[src/rtl/cht_pkg.sv]
package cht_pkg;

  localparam int unsigned KEY_W   = 31;
  localparam int unsigned CFG_W   = 8;
  localparam int unsigned STAT_W  = 3;
  localparam int unsigned CMP_W   = 4;
  localparam int unsigned TOTAL_W = 11;

  localparam logic [STAT_W-1:0] ST_INSERTED  = 3'd0;
  localparam logic [STAT_W-1:0] ST_DUPLICATE = 3'd1;
  localparam logic [STAT_W-1:0] ST_FULL      = 3'd2;
  localparam logic [STAT_W-1:0] ST_FOUND     = 3'd3;
  localparam logic [STAT_W-1:0] ST_NOT_FOUND = 3'd4;

  localparam logic FUNC_INSERT = 1'b0;
  localparam logic FUNC_SEARCH = 1'b1;

  localparam logic [CMP_W-1:0]   CMP_MAX       = 4'd15;
  localparam logic [TOTAL_W-1:0] TOTAL_MAX     = 11'd2047;
  localparam logic [CFG_W-1:0]   TABLE_SIZE_RST = 8'd128;

  typedef struct packed {
    logic             func;
    logic [KEY_W-1:0] key;
  } cht_in_t;

  typedef struct packed {
    logic [STAT_W-1:0]  status;
    logic [CMP_W-1:0]   comparisons;
    logic [TOTAL_W-1:0] element_count;
  } cht_out_t;

endpackage

[src/rtl/cht_ram.sv]
module cht_ram
  import cht_pkg::*;
#(
  parameter int unsigned WIDTH     = 8,
  parameter int unsigned NUM_WORDS = 16,
  localparam int unsigned AW = (NUM_WORDS > 1) ? $clog2(NUM_WORDS) : 1
) (
  input  logic             clk_i,
  input  logic             we_i,
  input  logic [AW-1:0]    waddr_i,
  input  logic [WIDTH-1:0] wdata_i,
  input  logic [AW-1:0]    raddr_i,
  output logic [WIDTH-1:0] rdata_o
);

  logic [WIDTH-1:0] mem [NUM_WORDS];
  logic [WIDTH-1:0] rdata_q;

  always_ff @(posedge clk_i) begin
    if (we_i) begin
      mem[waddr_i] <= wdata_i;
    end
    rdata_q <= mem[raddr_i];
  end

  assign rdata_o = rdata_q;

endmodule

[config.mk]
export PLATFORM = sky130hd
export DESIGN_NAME = cht_ram
export DESIGN_NICKNAME = d
export VERILOG_FILES = /design/src/rtl/cht_pkg.sv /design/src/rtl/cht_ram.sv
export SDC_FILE = /design/constraint.sdc
export NUM_CORES = 1
export LEC_CHECK = 0
export BUFFER_PORTS_ARGS = -buffer_cell sky130_fd_sc_hd__buf_2
export CAP_MARGIN = 15
export CORE_ASPECT_RATIO = 0.7
export CORE_UTILIZATION = 55
export CTS_CLUSTER_DIAMETER = 30
export DETAILED_ROUTE_END_ITERATION = 8
export PLACE_DENSITY = 0.75
export SKIP_CTS_REPAIR_TIMING = 1
export SLEW_MARGIN = 20
export SYNTH_ARGS = -nofsm -noshare
export SYNTH_HDL_FRONTEND = slang
export SYNTH_SLANG_ARGS = --single-unit
[constraint.sdc]
create_clock -name clk_i -period 2.1 [get_ports clk_i]
set_clock_uncertainty 0.05 [all_clocks]
set_input_delay 0.42 -clock clk_i [delete_from_list [all_inputs] [get_ports clk_i]]
set_output_delay 0.42 -clock clk_i [all_outputs]
set_load 0.01 [all_outputs]
==> metrics.cfg, run 1 <==
[setup_path]
critPathMaxFanout = 32
slowest_stage = mux4_1
worstPathRequired_ns = 2.34
crit_path_cell_trace = buf_2, buf_12, mux4_1, a22oi_1, nand2_1
path_delay_family = multiplexers
path_class = input port to register
cp.depth = 5
startpoint_type = input port
crit_arrival_ns = 1.73
cp.buffers_inverters = 2
cpPeakStageDelay_ns = 0.58
r2r_cells = 3
end_kind = register

[yosys]
ys_seq_area_frac = 0.778
synth_top_area_share = 0.747
avgSynthCellArea_um2 = 22.5
ys_seq_elements = 136
synth_area_mm2 = 0.00515
yosys_warnings = 0
synth_cells = 229
ys_types = 19
synthTopCellsByArea = edfxtp_1, mux4_2, mux4_1
yosys.area.top_type = edfxtp_1
syn_nets = 247

[timing]
fin_crit_sh = 0.713
slew_headroom = 0.744
rsz0062_at_grt = no
setup_violations = 0
period_needed_ns = 1.50
final.setup.tns_ns = 0
slew_violations = 0
hold_violations = 0
worst_pin_slew_ns = 0.383
clock.fmax_mhz = 668

[power_and_ir_drop]
powerDensity_mw_per_mm2 = 1040
pwr-share-seq = 0.474
combPwrFrac = 0.044
p_leak_nw = 2.13
ir_drop_mv = 0.718
p_sw_mw = 1.25
intPower_mw = 5.20
p_clk_frac = 0.482
switching_share = 0.193

[grt]
grt_pass1_wl_um = 14800
track_usage = 0.220
grt_max_degree = 33
gr-usage-met3 = 0.0707
grt_use_met1 = 0.321
antenna_found_initial = 0
overflow = 0
use_met2 = 0.313
grt.busiest_layer = met1
grt_pass1_vias = 2540

[finish]
nNetsFinal = 305
final_layout_size_suffix_gt1_frac = 0.327
final_area_mm2 = 0.00618
diodes = 0
num-fill-cells = 583
multiInputGateArea_mm2 = 0.00106
syn_to_final_growth_pct = 20.0
final-seq-area_mm2 = 0.00400

[clock_tree]
cts.htree.levels = 4
clkLatencyLatePin_ns = 0.41
clockRootBuffer = clkbuf_16
tritoncts = yes
numCtsBuffers = 17
cts_sinks = 136
clk_pin_slew_ns = 0.06
clk_path_buf_depth = 2

[drt]
vias = 2435
drt_iter0_markers = 245
drc_errors = 0
wl_um = 9480
avgRoutedWirePerCell_um = 22.3
antenna_left = 0
drtPass1Iterations = 4
drt-vias-per-instance = 5.74

[placement]
dpl_cell_area_mm2 = 0.00555
hpwl_um = 5870
port_buffers = 25
routabilityCongestion = 0.734

[floorplan]
rows = 29
core-area_mm2 = 0.00907
die-area_mm2 = 0.00976
start_util = 0.567
die_h_um = 82.9
die_w_um = 118
io_pins = 26

[run]
max_cap_viol_count = 0

[worst_hold_path]
whs_path_depth = 1
hp-class = input port to register

[status]
status = complete, no violations

cells in the final DEF (no fill, tap or decap), drive strengths merged:
cell	count
clkbuf	20
and2b	1
nand3	1
bufinv	4
nor2	13
clkinv	3
nand3b	2
nand2b	2
mux4	32
a22oi	16
inv	1
buf	49
dfxtp	8
and2	1
or3b	1
clkinvlp	4
edfxtp	128
nor2b	1
nor3	4
nand2	9
cells in the mapped netlist:
master	number
edfxtp_1	128
mux4_2	18
a22oi_1	16
mux4_1	14
nor2_1	13
nand2_1	9
dfxtp_1	8
nor3_1	4
buf_2	3
buf_6	3
clkdlybuf4s25_2	3
nand2b_1	2
nand3b_1	2
and2_1	1
and2b_1	1
buf_4	1
nand3_1	1
nor2b_1	1
or3b_2	1
stage by stage:
step	power [mW]	cells	worst slack, ns	hold WS (ns)	util
after floorplan	3.27	229	0.137	0.469	-
after global placement	3.39	392	0.200	0.612	0.611
after detailed placement	3.40	392	0.195	0.616	0.611
after CTS	6.49	424	0.563	0.322	0.681
after global routing	6.63	424	0.522	0.324	0.681
final	6.45	424	0.603	0.341	0.681
worst register-to-register path, stage by stage, from the launching register on:
cell      delay, ns
edfxtp_1       0.37
mux4_1         0.52
a22oi_1        0.25
nand2_1        0.10
power by group through the flow:
| stage | logic (mW) | clock network (mW) | registers (mW) |
|---|---|---|---|
| detailed placement | 0.286 | 0 | 3.11 |
| global route | 0.308 | 3.26 | 3.06 |
| CTS | 0.288 | 3.15 | 3.06 |
| global placement | 0.278 | 0 | 3.11 |
| finish | 0.284 | 3.11 | 3.06 |
| floorplan | 0.154 | 0 | 3.11 |
flip-flops by register name, indices dropped and copies added (netlist names):
signal / count
mem: 128
rdata_o: 8
worst paths after layout:
check / slack (ns) / from / endpoint
worst max-delay path: 0.60 / raddr_i[0] / rdata_o[2]
worst min-delay path: 0.34 / wdata_i[7] / mem[15][7]
worst max register to register: 0.69 / mem[1][2] / rdata_o[2]
worst min register to register: 0.62 / mem[4][1] / rdata_o[1]
routing by layer:
| layer | vias up | routed length [um] | part of all wire |
|---|---|---|---|
| met2 | 82 | 4450 | 0.47 |
| met1 | 1255 | 4310 | 0.45 |
| met5 | - | 0 | 0 |
| li1 | 1089 | - | - |
| met3 | 9 | 613 | 0.065 |
| met4 | 0 | 106 | 0.011 |
cell type report:
type	count	share of cell area
Sequential cell	136	0.648
Clock inverter	12	0.0280
Clock buffer	20	0.0739
Tap cell	124	0.0251
Timing Repair Buffer	49	0.0535
Multi-Input combinational cell	83	0.171
logic make-up after synthesis:
kind of cell	Yosys count	synth area share
DFF	136	0.778
and+or+nand+nor	35	0.0318
muxes	32	0.150
AOI/OAI and AO/OA	16	0.0233
buffers and inverters	10	0.0168
Power figures use the tool's default switching activity.
==> run 2: changes to the inputs <==
==> constraint.sdc (replaced) <==
create_clock -name clk_i -period 1.4 [get_ports clk_i]
set_clock_uncertainty 0.05 [all_clocks]
set_input_delay 0.28 -clock clk_i [delete_from_list [all_inputs] [get_ports clk_i]]
set_output_delay 0.28 -clock clk_i [all_outputs]
set_load 0.01 [all_outputs]
==> run 2 against run 1 <==
Effect of this change: routed wire length is 4.0% higher; highest routed layer unchanged; flip-flop and latch count stayed put; first-iteration DRC count is 12% higher.
==> metrics.cfg, run 2 (synthesized netlist as in run 1, its figures left out) <==
[status]
status = complete, no violations

[clock_tree]
numCtsBuffers = 17
clk_path_buf_depth = 2
clkLatencyLatePin_ns = 0.41
clockRootBuffer = clkbuf_16
clk_pin_slew_ns = 0.06
cts.htree.levels = 4
cts_sinks = 136
tritoncts = yes

[setup_path]
cp.buffers_inverters = 0
path_class = register to register
path_delay_family = multiplexers
r2r_start = mem[2][5]
crit_path_cell_trace = mux4_2, a22oi_1, nand2_1
crit_arrival_ns = 1.58
critPathMaxFanout = 1
r2r-end = rdata_o[5]
reg2reg_slack_ns = 0.06
startpoint_type = register
cpPeakStageDelay_ns = 0.48
worstPathRequired_ns = 1.64
end_kind = register
r2r_cells = 3
slowest_stage = mux4_2

[grt]
antenna_found_initial = 0
grt_pass1_wl_um = 15300
overflow = 0
grt_pass1_vias = 2543
track_usage = 0.227
grt_max_degree = 19

[finish]
top_register = mem
diodes = 0
final_common_cell = edfxtp_1
layout.cells.non_filler = 429
final_layout_size_suffix_gt1_frac = 0.380
mostFrequentLayoutCells = edfxtp_1, mux4_2, buf_2, buf_4, clkbuf_16
nNetsFinal = 310
syn_to_final_growth_pct = 21.3
largest_reg_flops = 128
num-fill-cells = 569

[floorplan]
die_h_um = 82.9
rows = 29
io_pins = 26
die_w_um = 118
die-area_mm2 = 0.00976
core-area_mm2 = 0.00907
start_util = 0.567

[drt]
antenna_left = 0
drc_errors = 0
drt_iter0_markers = 274
drtPass1Iterations = 5
avgRoutedWirePerCell_um = 23.0
wl_um = 9860
vias = 2502
drt-vias-per-instance = 5.83

[placement]
place_inst = 397
routabilityCongestion = 0.745
dp_worst_setup_slack_ns = -0.334
port_buffers = 25
hpwl_um = 6300

[worst_hold_path]
whs_path_depth = 1
min_to = mem[6][3]
hp-class = input port to register
hold_start = wdata_i[3]

[timing]
slew_violations = 0
setup_violations = 0
hold_violations = 0
worst_pin_slew_ns = 0.925
final.setup.tns_ns = 0
fin_crit_sh = 0.961
period_needed_ns = 1.34
finalWorstSetupSlack_ns = 0.0553
clock.fmax_mhz = 744
slew_headroom = 0.381
rsz0062_at_grt = no

[power_and_ir_drop]
p_leak_nw = 2.12
total_power_mw = 9.33
powerDensity_mw_per_mm2 = 1490
ir_drop_mv = 1.23

[run]
max_cap_viol_count = 0

run 2: worst register-to-register path, stage by stage, from the launching register on:
cell	delay, ns
edfxtp_1	0.37
mux4_2	0.48
a22oi_1	0.25
nand2_1	0.07
run 2: report_power, final:
group          switching (mW)  internal (mW)  leakage, nW
logic                   0.258          0.216        0.622
clock network            1.51           2.76        0.279
registers              0.0314           4.56         1.22
total                    1.80           7.53         2.12
run 2: layer usage:
layer	share of wire	up-vias	GRT usage
met4	0.0085	0	0.0723
met5	0	-	0
met3	0.063	6	0.0728
met2	0.47	92	0.330
li1	-	1095	-
met1	0.45	1309	0.332
run 2: how the worst max path moves through the flow:
| stage | startpoint | to | slack [ns] | cells past startpoint |
|---|---|---|---|---|
| after floorplan | raddr_i[0] | rdata_o[2] | -0.04 | 5 |
| after global placement | raddr_i[0] | rdata_o[0] | -0.30 | 5 |
| after detailed placement | raddr_i[0] | rdata_o[0] | -0.33 | 5 |
| after CTS | mem[7][7] | rdata_o[7] | 0.02 | 3 |
| after global routing | mem[1][3] | rdata_o[3] | 0.004 | 3 |
| final | mem[2][5] | rdata_o[5] | 0.06 | 3 |
run 2: stage by stage:
| step | hold WS, ns | util | cell area [um2] |
|---|---|---|---|
| floorplan | 0.329 | - | 5190 |
| global placement | 0.600 | 0.624 | 5660 |
| detailed placement | 0.610 | 0.624 | 5660 |
| CTS | 0.183 | 0.686 | 6230 |
| global route | 0.201 | 0.688 | 6240 |
| finish | 0.198 | 0.688 | 6240 |
run 2: area by class of cell:
| cell class | count | area [um2] | area share |
|---|---|---|---|
| tap | 124 | 155 | 0.0249 |
| sequential | 136 | 4000 | 0.641 |
| clock inverter | 12 | 133 | 0.0212 |
| clock buffer | 20 | 437 | 0.0700 |
| timing repair buffer | 54 | 430 | 0.0690 |
| multi-input combinational | 83 | 1080 | 0.174 |
==> run 3: changes to the inputs <==
--- a/config.mk
+++ b/config.mk
@@ -5,13 +5,14 @@
 export SDC_FILE = /design/constraint.sdc
 export NUM_CORES = 1
 export LEC_CHECK = 0
+export ABC_AREA = 1
 export BUFFER_PORTS_ARGS = -buffer_cell sky130_fd_sc_hd__buf_2
 export CAP_MARGIN = 15
 export CORE_ASPECT_RATIO = 0.7
 export CORE_UTILIZATION = 55
 export CTS_CLUSTER_DIAMETER = 30
 export DETAILED_ROUTE_END_ITERATION = 8
-export PLACE_DENSITY = 0.75
+export PLACE_DENSITY = 0.74
 export SKIP_CTS_REPAIR_TIMING = 1
 export SLEW_MARGIN = 20
 export SYNTH_ARGS = -nofsm -noshare
==> run 3 against run 2 <==
Effect of this change: count of clock-buffer cells in the layout is the same; die area grew 12%; flip-flop and latch count is the same; highest routed layer unchanged; final cell count grew 73%; hold slack gained 0.0017 ns; first-iteration DRC count grew 71%.
==> metrics.cfg, run 3 <==
[grt]
track_usage = 0.253
grt_max_degree = 34
grt_pass1_vias = 3763
grt_pass1_wl_um = 20000
antenna_found_initial = 0
overflow = 0

[floorplan]
rows = 30
core-area_mm2 = 0.00995
die_w_um = 124
start_util = 0.580
die_h_um = 87.7
die-area_mm2 = 0.0109
io_pins = 26

[timing]
slew_violations = 0
slew_headroom = 0.744
clock.fmax_mhz = 775
hold_violations = 0
finalWorstSetupSlack_ns = 0.110
period_needed_ns = 1.29
final.setup.tns_ns = 0
setup_violations = 0
fin_crit_sh = 0.921
worst_pin_slew_ns = 0.384
hold_slack_ns = 0.199
rsz0062_at_grt = no

[finish]
final_area_mm2 = 0.00684
largest_reg_flops = 128
diodes = 0
nNetsFinal = 619
mostFrequentLayoutCells = nand2_1, edfxtp_1, inv_1, nand3_1, buf_2
final_layout_size_suffix_gt1_frac = 0.134
syn_to_final_growth_pct = 18.6
num-fill-cells = 720
top_register = mem
final_common_cell = nand2_1

[power_and_ir_drop]
powerDensity_mw_per_mm2 = 1440
p_leak_nw = 3.01
ir_drop_mv = 1.05

[clock_tree]
cts_sinks = 136
numCtsBuffers = 17
clkLatencyLatePin_ns = 0.42
clk_path_buf_depth = 2
clk_pin_slew_ns = 0.05
tritoncts = yes
clockRootBuffer = clkbuf_16
cts.htree.levels = 4

[yosys]
ys_top_cells_by_count = nand2_1, edfxtp_1, inv_1
synth_cells = 551
yosys.area.top_type = edfxtp_1
avgSynthCellArea_um2 = 10.5
ys_types = 12
synthArstFlopShare = 0
ys_seq_area_frac = 0.694
yosysMostFrequentCell = nand2_1
synth_edf_count = 128
syn_nets = 569
synthFlopType = edfxtp_1
synthTopCellsByArea = edfxtp_1, nand2_1, nand3_1
ys_seq_elements = 136
yosys_warnings = 0
synth_top_area_share = 0.667
synth_area_mm2 = 0.00577

[worst_hold_path]
hp-class = input port to register
whs_path_depth = 1
min_to = mem[11][4]
hold_start = wdata_i[4]

[drt]
drt-vias-per-instance = 5.34
wl_um = 12800
antenna_left = 0
drc_errors = 0
drtPass1Iterations = 5
vias = 3960
drt_iter0_markers = 468
avgRoutedWirePerCell_um = 17.3

[setup_path]
crit_arrival_ns = 0.96
r2r_cells = 6
path_class = register to output pin
r2r_start = mem[5][5]
path_delay_family = flip-flops
cpPeakStageDelay_ns = 0.39
end_kind = output pin
slowest_stage = dfxtp_1
r2r-end = rdata_o[5]
cp.buffers_inverters = 1
worstPathRequired_ns = 1.07
startpoint_type = register
reg2reg_slack_ns = 0.34
crit_path_cell_trace = buf_2
critPathMaxFanout = 1

[status]
status = complete, no violations

[placement]
dp_worst_setup_slack_ns = 0.0105
port_buffers = 25
routabilityCongestion = 0.899
hpwl_um = 8170
dpl_cell_area_mm2 = 0.00622

[run]
max_cap_viol_count = 0

-- run 3: cell count changes after synthesis, sizes merged, moves of 2 or more --
cell	previous run	this run
nor2	13	17
clkdlybuf4s25	3	0
mux4	32	0
inv	0	102
nor3	4	0
nand2	9	173
buf	7	24
nand2b	2	0
nand3	1	97
a22oi	16	0
-- run 3: power by group --
part	internal [mW]	switching (mW)	total, mW	leakage [nW]
clock network	3.12	1.55	4.67	0.302
registers	4.55	0.0329	4.59	1.22
logic	0.210	0.395	0.605	1.49
total	7.88	1.98	9.86	3.01
-- run 3: how the worst max path moves through the flow --
stage	from	endpoint	slack, ns	cells after the start
floorplan	waddr_i[2]	mem[10][0]	0.12	2
global placement	raddr_i[0]	rdata_o[5]	0.02	8
detailed placement	raddr_i[0]	rdata_o[5]	0.01	8
CTS	rdata_o[5]	rdata_o[5]	0.11	1
global route	rdata_o[5]	rdata_o[5]	0.10	1
finish	rdata_o[5]	rdata_o[5]	0.11	1
-- run 3: area by class of cell --
class	instances	area (um2)	share of cell area
Clock buffer	20	437	0.0638
Multi-Input combinational cell	289	1210	0.177
Inverter	102	383	0.0560
Clock inverter	12	180	0.0263
Tap cell	128	160	0.0234
Timing Repair Buffer	55	463	0.0677
Sequential cell	136	4000	0.585
-- run 3: cell families (layout without fill, tap and decap cells) --
family	after synthesis	after routing	share of synthesized area
simple gates	289	289	0.210
flops	136	136	0.694
buf+inv	126	189	0.0952
-- run 3: through the flow --
| step | cells | util | power (mW) |
|---|---|---|---|
| 2_1_floorplan | 551 | - | 4.99 |
| 3_3_place_gp | 710 | 0.626 | 5.25 |
| 3_5_place_dp | 710 | 0.626 | 5.27 |
| 4_1_cts | 742 | 0.688 | 9.90 |
| 5_1_grt | 742 | 0.688 | 10.1 |
| 6_report | 742 | 0.688 | 9.86 |
-- run 3: per-layer routing --
layer / vias to the layer above / wire [um] / GRT usage
met4: 0 / 284 / 0.116
li1: 1873 / - / -
met5: - / 0 / 0
met2: 188 / 5730 / 0.384
met1: 1870 / 5690 / 0.359
met3: 29 / 1120 / 0.0513
