**src/rtl/cht_pkg.sv**
```systemverilog
package cht_pkg;

  localparam int unsigned KEY_W   = 31;
  localparam int unsigned CFG_W   = 8;
  localparam int unsigned STAT_W  = 3;
  localparam int unsigned CMP_W   = 4;
  localparam int unsigned TOTAL_W = 11;

  localparam logic [STAT_W-1:0] ST_INSERTED  = 3'd0;
  localparam logic [STAT_W-1:0] ST_DUPLICATE = 3'd1;
  localparam logic [STAT_W-1:0] ST_FULL      = 3'd2;
  localparam logic [STAT_W-1:0] ST_FOUND     = 3'd3;
  localparam logic [STAT_W-1:0] ST_NOT_FOUND = 3'd4;

  localparam logic FUNC_INSERT = 1'b0;
  localparam logic FUNC_SEARCH = 1'b1;

  localparam logic [CMP_W-1:0]   CMP_MAX       = 4'd15;
  localparam logic [TOTAL_W-1:0] TOTAL_MAX     = 11'd2047;
  localparam logic [CFG_W-1:0]   TABLE_SIZE_RST = 8'd128;

  typedef struct packed {
    logic             func;
    logic [KEY_W-1:0] key;
  } cht_in_t;

  typedef struct packed {
    logic [STAT_W-1:0]  status;
    logic [CMP_W-1:0]   comparisons;
    logic [TOTAL_W-1:0] element_count;
  } cht_out_t;

endpackage

```
**src/rtl/cht_mod_unit.sv**
```systemverilog
module cht_mod_unit
  import cht_pkg::*;
#(
  parameter int unsigned SW = 8
) (
  input  logic             clk_i,
  input  logic             rst_ni,
  input  logic             start_i,
  input  logic [KEY_W-1:0] dividend_i,
  input  logic [SW-1:0]    divisor_i,
  output logic             done_o,
  output logic [SW-1:0]    rem_o
);

  localparam int unsigned CW = $clog2(KEY_W);

  logic             busy_q, busy_d;
  logic [CW-1:0]    cnt_q, cnt_d;
  logic [KEY_W-1:0] dvd_q, dvd_d;
  logic [SW-1:0]    rem_q, rem_d;
  logic [SW:0]      trial;
  logic [SW:0]      diff;
  logic             ge;

  assign trial = {rem_q, dvd_q[KEY_W-1]};
  assign ge    = trial >= {1'b0, divisor_i};
  assign diff  = trial - {1'b0, divisor_i};

  always_comb begin
    busy_d = busy_q;
    cnt_d  = cnt_q;
    dvd_d  = dvd_q;
    rem_d  = rem_q;
    if (start_i) begin
      busy_d = 1'b1;
      cnt_d  = CW'(KEY_W - 1);
      dvd_d  = dividend_i;
      rem_d  = '0;
    end else if (busy_q) begin
      dvd_d = {dvd_q[KEY_W-2:0], 1'b0};
      rem_d = ge ? diff[SW-1:0] : trial[SW-1:0];
      if (cnt_q == '0) begin
        busy_d = 1'b0;
      end else begin
        cnt_d = cnt_q - 1'b1;
      end
    end
  end

  always_ff @(posedge clk_i or negedge rst_ni) begin
    if (!rst_ni) begin
      busy_q <= 1'b0;
      cnt_q  <= '0;
    end else begin
      busy_q <= busy_d;
      cnt_q  <= cnt_d;
    end
  end

  always_ff @(posedge clk_i) begin
    dvd_q <= dvd_d;
    rem_q <= rem_d;
  end

  assign done_o = busy_q && (cnt_q == '0);
  assign rem_o  = rem_q;

endmodule

```
**config.mk**
```make
export PLATFORM = sky130hd
export DESIGN_NAME = cht_mod_unit
export DESIGN_NICKNAME = d
export VERILOG_FILES = /design/src/rtl/cht_pkg.sv /design/src/rtl/cht_mod_unit.sv
export SDC_FILE = /design/constraint.sdc
export NUM_CORES = 1
export LEC_CHECK = 0
export ABC_AREA = 1
export BUFFER_PORTS_ARGS = -buffer_cell sky130_fd_sc_hd__buf_2
export CORE_MARGIN = 2
export CORE_UTILIZATION = 30
export DETAILED_ROUTE_END_ITERATION = 8
export PLACE_DENSITY = 0.61
export SYNTH_ARGS = -nofsm -noshare
export SYNTH_HDL_FRONTEND = slang
export SYNTH_SLANG_ARGS = --single-unit
```
**constraint.sdc**
```tcl
create_clock -name clk_i -period 1.6 [get_ports clk_i]
set_clock_uncertainty 0.15 [all_clocks]
set_input_delay 0.08 -clock clk_i [delete_from_list [all_inputs] [get_ports clk_i]]
set_output_delay 0.08 -clock clk_i [all_outputs]
set_load 0.03 [all_outputs]
```
==> results_dict.tcl, run 1 <==
set metrics [dict create \
    power_leakage_nw 1.76 \
    synth-simple-area-share 0.348 \
    async_flop_share 0.133 \
    synth_compound_area_frac 0.0189 \
    overflow 0 \
    yosysWarnings 0 \
    area_growth_pct 48.0 \
    cts_root_buf "clkbuf_8" \
    wl_per_cell_um 11.6 \
    postLayoutSetupSlackWorst_ns -0.106 \
    power.density_nw_per_um2 1300 \
    routed_wl_mm 5.80 \
    slowest_stage "fa_2" \
    synth-adder-area-share 0.0592 \
    critPathCaptureType "flop" \
    required_ns 1.64 \
    core-area_um2 7810 \
    crit_top_cell "nand2_1" \
    drv_cap 0 \
    period_minus_slack_ns 1.71 \
    start_kind "flop" \
    relSlewSlack 0.639 \
    p_int_w 0.00294 \
    cp.arrival_ns 1.74 \
    cts_inserted_buffers 5 \
    grt_setup_unrepaired "yes" \
    pre_cts_slack_ns -0.123 \
    worstPathCellList "inv_2 > ha_4 > fa_2 > nor2_4 > nor2_1 > xor2_1 > nand2_1 > nand3_1 > nand2_1" \
    n_antenna_cell 0 \
    grt_max_degree 33 \
    syn_nets 349 \
    syn_inst 296 \
    clkSinkCount 45 \
    tritoncts "built" \
    finalPower_w 0.00472 \
    clk_pin_slew_worst_paths_ns 0.09 \
    share_seq_of_total_power 0.340 \
    setup_viol_count_final 8 \
    synth_mux_area_frac 0 \
    drc 0 \
    worst_slew_pin_slew_ns 0.541 \
    synthesis.area_um2 2450 \
    yosysTopAreaCell "edfxtp_1" \
    postLayoutCoreUtil 0.464 \
    nets 451 \
    vias 2225 \
    swShare 0.377 \
    stdcell_count 501 \
    die_area_um2 8900 \
    status "finished, violations left" \
    initial_core_util 0.314 \
    hp-class "primary input to flop" \
    synth_top_family_by_area "simple AND/OR/NAND/NOR gates" \
    num_io_pins 51 \
    drive_gt1_frac 0.326 \
    p_comb_frac 0.478 \
    rows 32 \
    final_cell_mix "nand2_1, buf_2, dlygate4sd3_1, edfxtp_1, buf_4" \
    max-vdd-ir-drop_mv 0.506 \
    fmax_mhz 586 \
    path_class "flop to flop" \
    hpwl_mm 3.83 \
    viasPerCell 4.44 \
    grtUsageTotal 0.139 \
    fillers 747 \
    cpPeakStageDelay_ns 0.36 \
    final_common_cell "nand2_1" \
    fin_crit_sh 1.07 \
    place.gp.congestion 0.827 \
    ant_nets 0 \
    clkPwrFrac 0.182 \
    slew_violations 0 \
    die_width_um 94.4 \
    synthDistinctLibCells 29 \
    syn_area_per_cell_um2 8.28 \
    power.switching_w 0.00178 \
    violations "setup timing" \
    drt-initial-drc-count 67 \
    synth-seq-cells 45 \
    synth_edf_count 31 \
    dr.pass1.iters 4 \
    synthFlopType "edfxtp_1" \
    antenna_found_initial 0 \
    clock_latency_ns 0.29 \
    grt_pass1_vias 2223 \
    dp.cells 455 \
    hold_viol 0 \
    ys_top_cells_by_area "edfxtp_1, nand2_1, dfxtp_1, dfrtp_1, ha_1" \
    clock_path_buffers 2 \
    grt_pass1_wl_mm 9.83 \
    die_y_um 94.4 \
    ys_seq_area_frac 0.507 \
    crit_fanout 2 \
    synth.top_cell.area_share 0.380 \
    htree_levels 2 \
    synthXorXnorAreaFrac 0.0143 \
    numPortBuffers 50 \
]
path summary, 6_finish.rpt:
path	from	end	slack (ns)	depth (start not counted)
max reg2reg	dvd_q[30]	rem_o[4]	-0.11	9
max	dvd_q[30]	rem_o[4]	-0.11	9
min	start_i	cnt_q[2]	0.04	3
min reg2reg	dvd_q[29]	dvd_q[30]	0.36	2
min in group asynchronous	rst_ni	cnt_q[2]	0.55	3
max in group asynchronous	rst_ni	cnt_q[1]	0.54	3
Yosys cell counts, types with 3 or more instances:
master	instances
a21oi_1	3
clkbuf_1	5
dfrtp_1	6
dfxtp_1	8
edfxtp_1	31
ha_1	10
inv_1	22
inv_2	4
nand2_1	145
nand2_4	3
nand3_1	17
nand3b_1	7
nor2_1	12
o21ai_1	3
xor2_1	4
per-layer routing:
| layer | vias to the layer above | routed length, um | share of wire | global-route usage |
|---|---|---|---|---|
| li1 | 1141 | - | - | - |
| met1 | 1019 | 2690 | 0.46 | 0.173 |
| met2 | 57 | 2770 | 0.48 | 0.244 |
| met3 | 8 | 276 | 0.048 | 0.0303 |
| met4 | 0 | 63 | 0.011 | 0.0362 |
| met5 | - | 0 | 0 | 0 |
cells by family (layout without fill, tap and decap cells):
family,after synthesis,in the layout
adder cells (fa/ha/maj),11,11
flip-flops,45,45
AO/OA/AOI/OAI,9,9
XOR/XNOR,4,4
AND/OR/NAND/NOR,193,194
buffers and inverters,34,136
worst max-delay path: cells and delay by family, from the launching register on:
| kind | cells | cell delay, ns |
|---|---|---|
| simple gates | 5 | 0.37 |
| xor+xnor | 1 | 0.15 |
| buf+inv | 1 | 0.05 |
| fa+ha+maj | 2 | 0.52 |
| flops | 1 | 0.34 |
power by group through the flow:
stage,registers [W],logic (W),clock network (W)
global placement,0.00160,0.00189,0
CTS,0.00160,0.00212,0.000888
floorplan,0.00179,0.00112,0
global route,0.00162,0.00251,0.000948
finish,0.00160,0.00225,0.000861
detailed placement,0.00161,0.00190,0
area by class of cell:
type	count	area, um2	area share
flip-flops and latches	45	1260	0.349
repair buffers	101	734	0.203
clock inverters	2	38.8	0.0107
inverters	27	105	0.0290
multi-input cells	218	1280	0.354
well taps	102	128	0.0352
clock buffers	6	72.6	0.0200
metrics by stage:
stage               cell area (um2)  hold WS (ns)  setup TNS (ns)
global route                   3630        0.0477           -1.25
finish                         3630        0.0358          -0.376
floorplan                      2540        -0.366               0
detailed placement             3010        -0.234          -0.843
global placement               3010        -0.236          -0.451
CTS                            3550        0.0335          -0.470
flip-flops by register name, indices dropped and copies added (netlist names):
name	cells
rem_o	8
busy_q	1
dvd_q	31
cnt_q	5
timing repair:
item | 4_1_cts | 5_1_grt
pin swaps | 9 | 9
hold buffers | 33 | 0
hold endpoints to repair | 37 | 0
setup endpoints to repair | 9 | 10
setup buffers | 2 | 2
gates resized for setup | 18 | 16
gates cloned | 1 | 0
Power figures use the tool's default switching activity.
==> inputs of run 2 (changes only) <==
--- a/config.mk
+++ b/config.mk
@@ -5,7 +5,7 @@
 export SDC_FILE = /design/constraint.sdc
 export NUM_CORES = 1
 export LEC_CHECK = 0
-export ABC_AREA = 1
+export ABC_AREA = 0
 export BUFFER_PORTS_ARGS = -buffer_cell sky130_fd_sc_hd__buf_2
 export CORE_MARGIN = 2
 export CORE_UTILIZATION = 30
==> run 2 against run 1 <==
Against the previous run:
- the run still ends with setup timing left
- critical path depth stayed put
- global-route usage is 0.84 points lower
- register-to-register slack worse by 0.13 ns
- sequential power is 3% lower
- sequential share of layout area is 1.4 points lower
- clock power is 14% lower
- first-iteration DRC count is 28% lower
- synthesized cell count is 35% lower
- maximum frequency is 7.0% lower
- critical endpoint unchanged
- critical path type unchanged
==> results_dict.tcl, run 2 <==
set metrics [dict create \
    numPortBuffers 50 \
    syn_nets 245 \
    viasPerCell 4.50 \
    crit_top_cell "o21ai_1" \
    dr.pass1.iters 4 \
    final_cell_mix "buf_2, dlygate4sd3_1, buf_4, edfxtp_1, mux2_2" \
    synth-seq-cells 45 \
    wl_per_cell_um 13.3 \
    hold_ws_ns 0.0141 \
    cts_inserted_buffers 5 \
    async_flop_share 0.133 \
    syn_inst 192 \
    cp_num_buf_inv 2 \
    drive_gt1_frac 0.565 \
    r2r_cells 9 \
    synth_edf_count 31 \
    clkSinkCount 45 \
    power_leakage_nw 1.60 \
    cts_root_buf "clkbuf_8" \
    postLayoutSetupSlackWorst_ns -0.234 \
    worstHoldStart "start_i" \
    drv_cap 0 \
    period_minus_slack_ns 1.83 \
    start_kind "flop" \
    yosysWarnings 0 \
    relSlewSlack 0.804 \
    path_delay_family "adder cells" \
    slowest_stage "edfxtp_1" \
    hold_viol 0 \
    cpPeakStageDelay_ns 0.38 \
    holdPathStages 2 \
    synthDistinctLibCells 46 \
    reg2reg_to "rem_o[4]" \
    drc 0 \
    hp-class "primary input to flop" \
    power.density_nw_per_um2 1160 \
    r2r-start "dvd_q[30]" \
    clk_pin_slew_worst_paths_ns 0.09 \
    largest_register_ffs 31 \
    finalSetupTns_ns -1.87 \
    rows 32 \
    postLayoutCoreUtil 0.489 \
    required_ns 1.64 \
    tritoncts "built" \
    pre_cts_slack_ns -0.324 \
    ys_top_cells_by_area "edfxtp_1, mux2_2, dfxtp_1, dfrtp_1, ha_1" \
    overflow 0 \
    die_area_um2 8700 \
    grt_max_degree 26 \
    clock_path_buffers 2 \
    path_class "flop to flop" \
    violations "setup timing" \
    setup_viol_count_final 14 \
    largest_register "dvd_q" \
    vias 1877 \
    synthesis.area_um2 2390 \
    cp.arrival_ns 1.88 \
    fillers 721 \
    place.gp.congestion 0.769 \
    fmax_mhz 545 \
    htree_levels 2 \
    nets 367 \
    grt_setup_unrepaired "yes" \
    antenna_found_initial 0 \
    yosysTopAreaCell "edfxtp_1" \
    r2r_slack_ns -0.23 \
    grt_pass1_vias 1997 \
    synth.most_common_cell "edfxtp_1" \
    synthFlopType "edfxtp_1" \
    grt_pass1_wl_mm 8.98 \
    die_width_um 93.3 \
    routed_wl_mm 5.53 \
    crit_fanout 3 \
    hpwl_mm 3.75 \
    max-vdd-ir-drop_mv 0.566 \
    clock_latency_ns 0.30 \
    num_io_pins 51 \
    initial_core_util 0.309 \
    final_common_cell "buf_2" \
    grtUsageTotal 0.131 \
    worst_slew_pin_slew_ns 0.293 \
    ys_seq_area_frac 0.519 \
    n_antenna_cell 0 \
    area_growth_pct 58.0 \
    synth.top_cell.area_share 0.390 \
    holdPathEnd "cnt_q[4]" \
    slew_violations 0 \
    die_y_um 93.3 \
    core-area_um2 7730 \
    fin_crit_sh 1.15 \
    synth_common_cells "edfxtp_1, mux2_2, inv_1" \
    critPathCaptureType "flop" \
    ant_nets 0 \
    syn_area_per_cell_um2 12.4 \
    drt-initial-drc-count 48 \
    worstPathCellList "inv_2 > ha_4 > fa_2 > nor2b_4 > buf_4 > o21ai_1 > xnor2_1 > mux2i_1 > o21ai_1" \
    status "finished, violations left" \
]
run 2: cell count changes in the layout (fill, tap and decap cells not counted), sizes merged, moves of 8 or more:
cell	delta
nand2	-141
mux2	+30
buf	+20
nand3	-17
inv	-9
nand2b	+8
run 2: repair_timing:
item / 4_1_cts / 5_1_grt
gates resized for setup: 24 / 16
endpoints found under the setup margin: 14 / 14
buffers inserted: 5 / 2
gates cloned: 0 / 0
hold buffers: 33 / 1
pin swaps: 15 / 10
endpoints found under the hold margin: 39 / 2
run 2: how the worst max path moves through the flow:
stage / startpoint / depth (start not counted) / end / slack [ns]
after floorplan: dvd_q[30] / 8 / rem_o[6] / -0.20
after global placement: dvd_q[30] / 8 / rem_o[6] / -0.28
after detailed placement: dvd_q[30] / 8 / rem_o[6] / -0.32
after CTS: dvd_q[30] / 8 / rem_o[6] / -0.26
after global routing: dvd_q[30] / 8 / rem_o[6] / -0.35
final: dvd_q[30] / 9 / rem_o[4] / -0.23
run 2: report_power, final:
group	leakage [nW]	switching (W)	internal [W]	total (W)
clock	0.0447	0.000424	0.000316	0.000740
combinational	1.10	0.000949	0.00115	0.00210
sequential	0.459	0.000103	0.00145	0.00156
run 2: layer usage:
| layer | vias to the layer above | share of wire | track usage |
|---|---|---|---|
| met2 | 38 | 0.52 | 0.233 |
| met3 | 11 | 0.029 | 0.0250 |
| li1 | 926 | - | - |
| met5 | - | 0 | 0 |
| met4 | 0 | 0.020 | 0.0392 |
| met1 | 902 | 0.44 | 0.159 |
run 2: worst reg2reg max path: cells and delay by family, from the launching register on:
kind / cells / cell delay (ns)
DFF: 1 / 0.38
xor gates and xnor gates: 1 / 0.13
AOI/OAI and AO/OA: 2 / 0.14
adders and majority gates: 2 / 0.52
muxes: 1 / 0.13
buffers and inverters: 2 / 0.16
and+or+nand+nor: 1 / 0.13
run 2: stage by stage:
stage	std cells	total power, W	area [um2]
2_1_floorplan	192	0.00274	2520
3_3_place_gp	368	0.00325	3100
3_5_place_dp	368	0.00329	3100
4_1_cts	414	0.00428	3660
5_1_grt	417	0.00466	3770
6_report	417	0.00439	3770
run 2: cell families (layout without fill, tap and decap cells):
kind of cell    count (synthesis)  count (layout)  synth area share
xor+xnor                        9               9            0.0330
fa+ha+maj                      11              11            0.0607
buf+inv                        23             146            0.0414
mux                            35              35             0.162
simple gates                   45              45             0.107
flops                          45              45             0.519
compound gates                 24              24            0.0764
run 2: final cells by class:
cell class | instances | area [um2] | area share
Multi-Input combinational cell | 124 | 1310 | 0.347
Sequential cell | 45 | 1260 | 0.335
Timing Repair Buffer | 122 | 913 | 0.242
Tap cell | 102 | 128 | 0.0338
Clock buffer | 5 | 68.8 | 0.0182
Inverter | 16 | 63.8 | 0.0169
Clock inverter | 3 | 25.0 | 0.00663
==> inputs of run 3 (changes only) <==
--- a/config.mk
+++ b/config.mk
@@ -14,3 +14,4 @@
 export SYNTH_ARGS = -nofsm -noshare
 export SYNTH_HDL_FRONTEND = slang
 export SYNTH_SLANG_ARGS = --single-unit
+export TNS_END_PERCENT = 1
==> run 3 against run 2 <==
Against the previous run:
- final cell count down 2.4%
- sequential power is essentially flat
- via count decreased by 6.3%
- clock power shrank 3.8%
- core utilization down 3.0 points
- critical endpoint is now rem_o[6]
- register-to-register slack about the same
- the flow still finishes with violations (setup timing)
- worst setup slack better by 0.0034 ns
- non-clock buffer count down 10
==> results_dict.tcl, run 3 (synthesis gave the netlist of run 2 again) <==
set metrics [dict create \
    status "finished, violations left" \
    violations "setup timing" \
    routed_wl_mm 5.06 \
    r2r_cells 8 \
    power.density_nw_per_um2 1140 \
    holdPathEnd "rem_o[0]" \
    clock_path_buffers 2 \
    grt_pass1_wl_mm 8.22 \
    swShare 0.333 \
    vias 1758 \
    cts_inserted_buffers 5 \
    start_kind "flop" \
    grt_max_degree 30 \
    grt_setup_unrepaired "yes" \
    r2r-start "dvd_q[30]" \
    dr.pass1.iters 6 \
    rows 32 \
    holdPathStages 4 \
    final_common_cell "buf_2" \
    largest_register "dvd_q" \
    viasPerCell 4.32 \
    ant_nets 0 \
    tritoncts "built" \
    grtUsageTotal 0.119 \
    slowest_stage "edfxtp_1" \
    clk_pin_slew_worst_paths_ns 0.09 \
    r2r_slack_ns -0.23 \
    cpPeakStageDelay_ns 0.37 \
    hold_viol 0 \
    crit_fanout 3 \
    max-vdd-ir-drop_mv 0.333 \
    nets 357 \
    cts_root_buf "clkbuf_8" \
    worst_slew_pin_slew_ns 0.425 \
    place_area_um2 2990 \
    power_leakage_nw 1.51 \
    core-area_um2 7730 \
    clock_latency_ns 0.30 \
    clkSinkCount 45 \
    worstPathCellList "inv_2 > ha_4 > fa_2 > nor2b_2 > o211ai_1 > mux2i_1 > nor3_2 > o31ai_2" \
    wl_met3_um 195 \
    die_width_um 93.3 \
    postLayoutSetupSlackWorst_ns -0.231 \
    required_ns 1.65 \
    fin_area_um2 3540 \
    period_minus_slack_ns 1.83 \
    fmax_mhz 546 \
    n_antenna_cell 0 \
    initial_core_util 0.309 \
    p_comb_frac 0.443 \
    share_seq_of_total_power 0.381 \
    critPathCaptureType "flop" \
    overflow 0 \
    cp.arrival_ns 1.88 \
    place.gp.congestion 0.834 \
    fin_crit_sh 1.14 \
    fillers 731 \
    pre_cts_slack_ns -0.365 \
    worstHoldStart "divisor_i[0]" \
    relSlewSlack 0.716 \
    area_growth_pct 48.3 \
    grt_pass1_vias 1823 \
    hpwl_mm 3.44 \
    drt-initial-drc-count 52 \
    htree_levels 2 \
    antenna_found_initial 0 \
    reg2reg_to "rem_o[6]" \
    drc 0 \
    regArea_um2 1250 \
    p_int_w 0.00269 \
    drv_cap 0 \
    hp-class "primary input to flop" \
    num_io_pins 51 \
    setup_viol_count_final 11 \
    die_y_um 93.3 \
    postLayoutCoreUtil 0.459 \
    final_cell_mix "buf_2, dlygate4sd3_1, edfxtp_1, mux2_2, buf_4" \
    numPortBuffers 50 \
    path_class "flop to flop" \
    wl_met2_mm 2.45 \
    wl_met1_mm 2.37 \
    clkPwrFrac 0.176 \
    multi_input_area_um2 1170 \
    drive_gt1_frac 0.485 \
    power.switching_w 0.00134 \
    slew_violations 0 \
    dr.max_layer_used "met4" \
    die_area_um2 8700 \
    wl_per_cell_um 12.4 \
    largest_register_ffs 31 \
]
[run 3: changes by cell type in the layout (fill, tap and decap cells not counted), moves of 3 or more]
cell     previous run  this run
nor2_1              8        12
xnor2_1             4         7
buf_6               6         3
xnor2_2             3         0
o21ai_0             1         6
buf_4              32        24
o21ai_1             5         1
dfxtp_2             1         5
dfxtp_4             6         2
[run 3: area by class of cell]
type,count,area share
flip-flops and latches,45,0.354
multi-input cells,124,0.331
repair buffers,112,0.237
well taps,102,0.0360
inverters,16,0.0169
clock buffers,6,0.0205
clock inverters,2,0.00424
[run 3: critical path, delay by kind of cell, from the launching register on]
family / cells / cell delay, ns
simple gates: 2 / 0.32
compound gates: 2 / 0.19
fa+ha+maj: 2 / 0.51
buf+inv: 1 / 0.05
flops: 1 / 0.37
mux: 1 / 0.14
[run 3: metrics by stage]
step / cells / TNS (ns) / hold slack (ns) / total power [W]
3_3_place_gp: 364 / -2.12 / -0.233 / 0.00310
3_5_place_dp: 364 / -2.42 / -0.230 / 0.00312
4_1_cts: 406 / -1.46 / 0.0643 / 0.00406
6_report: 407 / -1.26 / 0.0755 / 0.00403
2_1_floorplan: 192 / -7.71 / -0.366 / 0.00262
5_1_grt: 407 / -2.75 / 0.0979 / 0.00429
[run 3: what timing repair did]
action	in CTS	in global routing
setup endpoints to repair	15	15
buffers inserted	0	1
hold endpoints to repair	39	0
hold buffers	34	0
cloned	0	0
pin swaps	7	2
resized for setup	18	4
[run 3: worst max path at each step]
| stage | startpoint | to | slack (ns) | depth (start not counted) |
|---|---|---|---|---|
| 2_1_floorplan | dvd_q[30] | rem_o[6] | -0.23 | 8 |
| 3_3_place_gp | dvd_q[30] | rem_o[6] | -0.33 | 8 |
| 3_5_place_dp | dvd_q[30] | rem_o[6] | -0.37 | 8 |
| 4_1_cts | dvd_q[30] | rem_o[6] | -0.28 | 8 |
| 5_1_grt | dvd_q[30] | rem_o[6] | -0.38 | 8 |
| 6_report | dvd_q[30] | rem_o[6] | -0.23 | 8 |
[run 3: power groups by stage]
stage                     Sequential (W)  Combinational (W)  Clock [W]
after floorplan                  0.00171           0.000910          0
after global placement           0.00154            0.00156          0
after detailed placement         0.00154            0.00158          0
after CTS                        0.00154            0.00177   0.000754
after global routing             0.00156            0.00194   0.000792
final                            0.00154            0.00179   0.000712
[run 3: routing by layer]
layer / global-route usage / vias up
li1: - / 910
met1: 0.147 / 807
met2: 0.208 / 35
met3: 0.0306 / 6
met4: 0.0257 / 0
met5: 0 / -
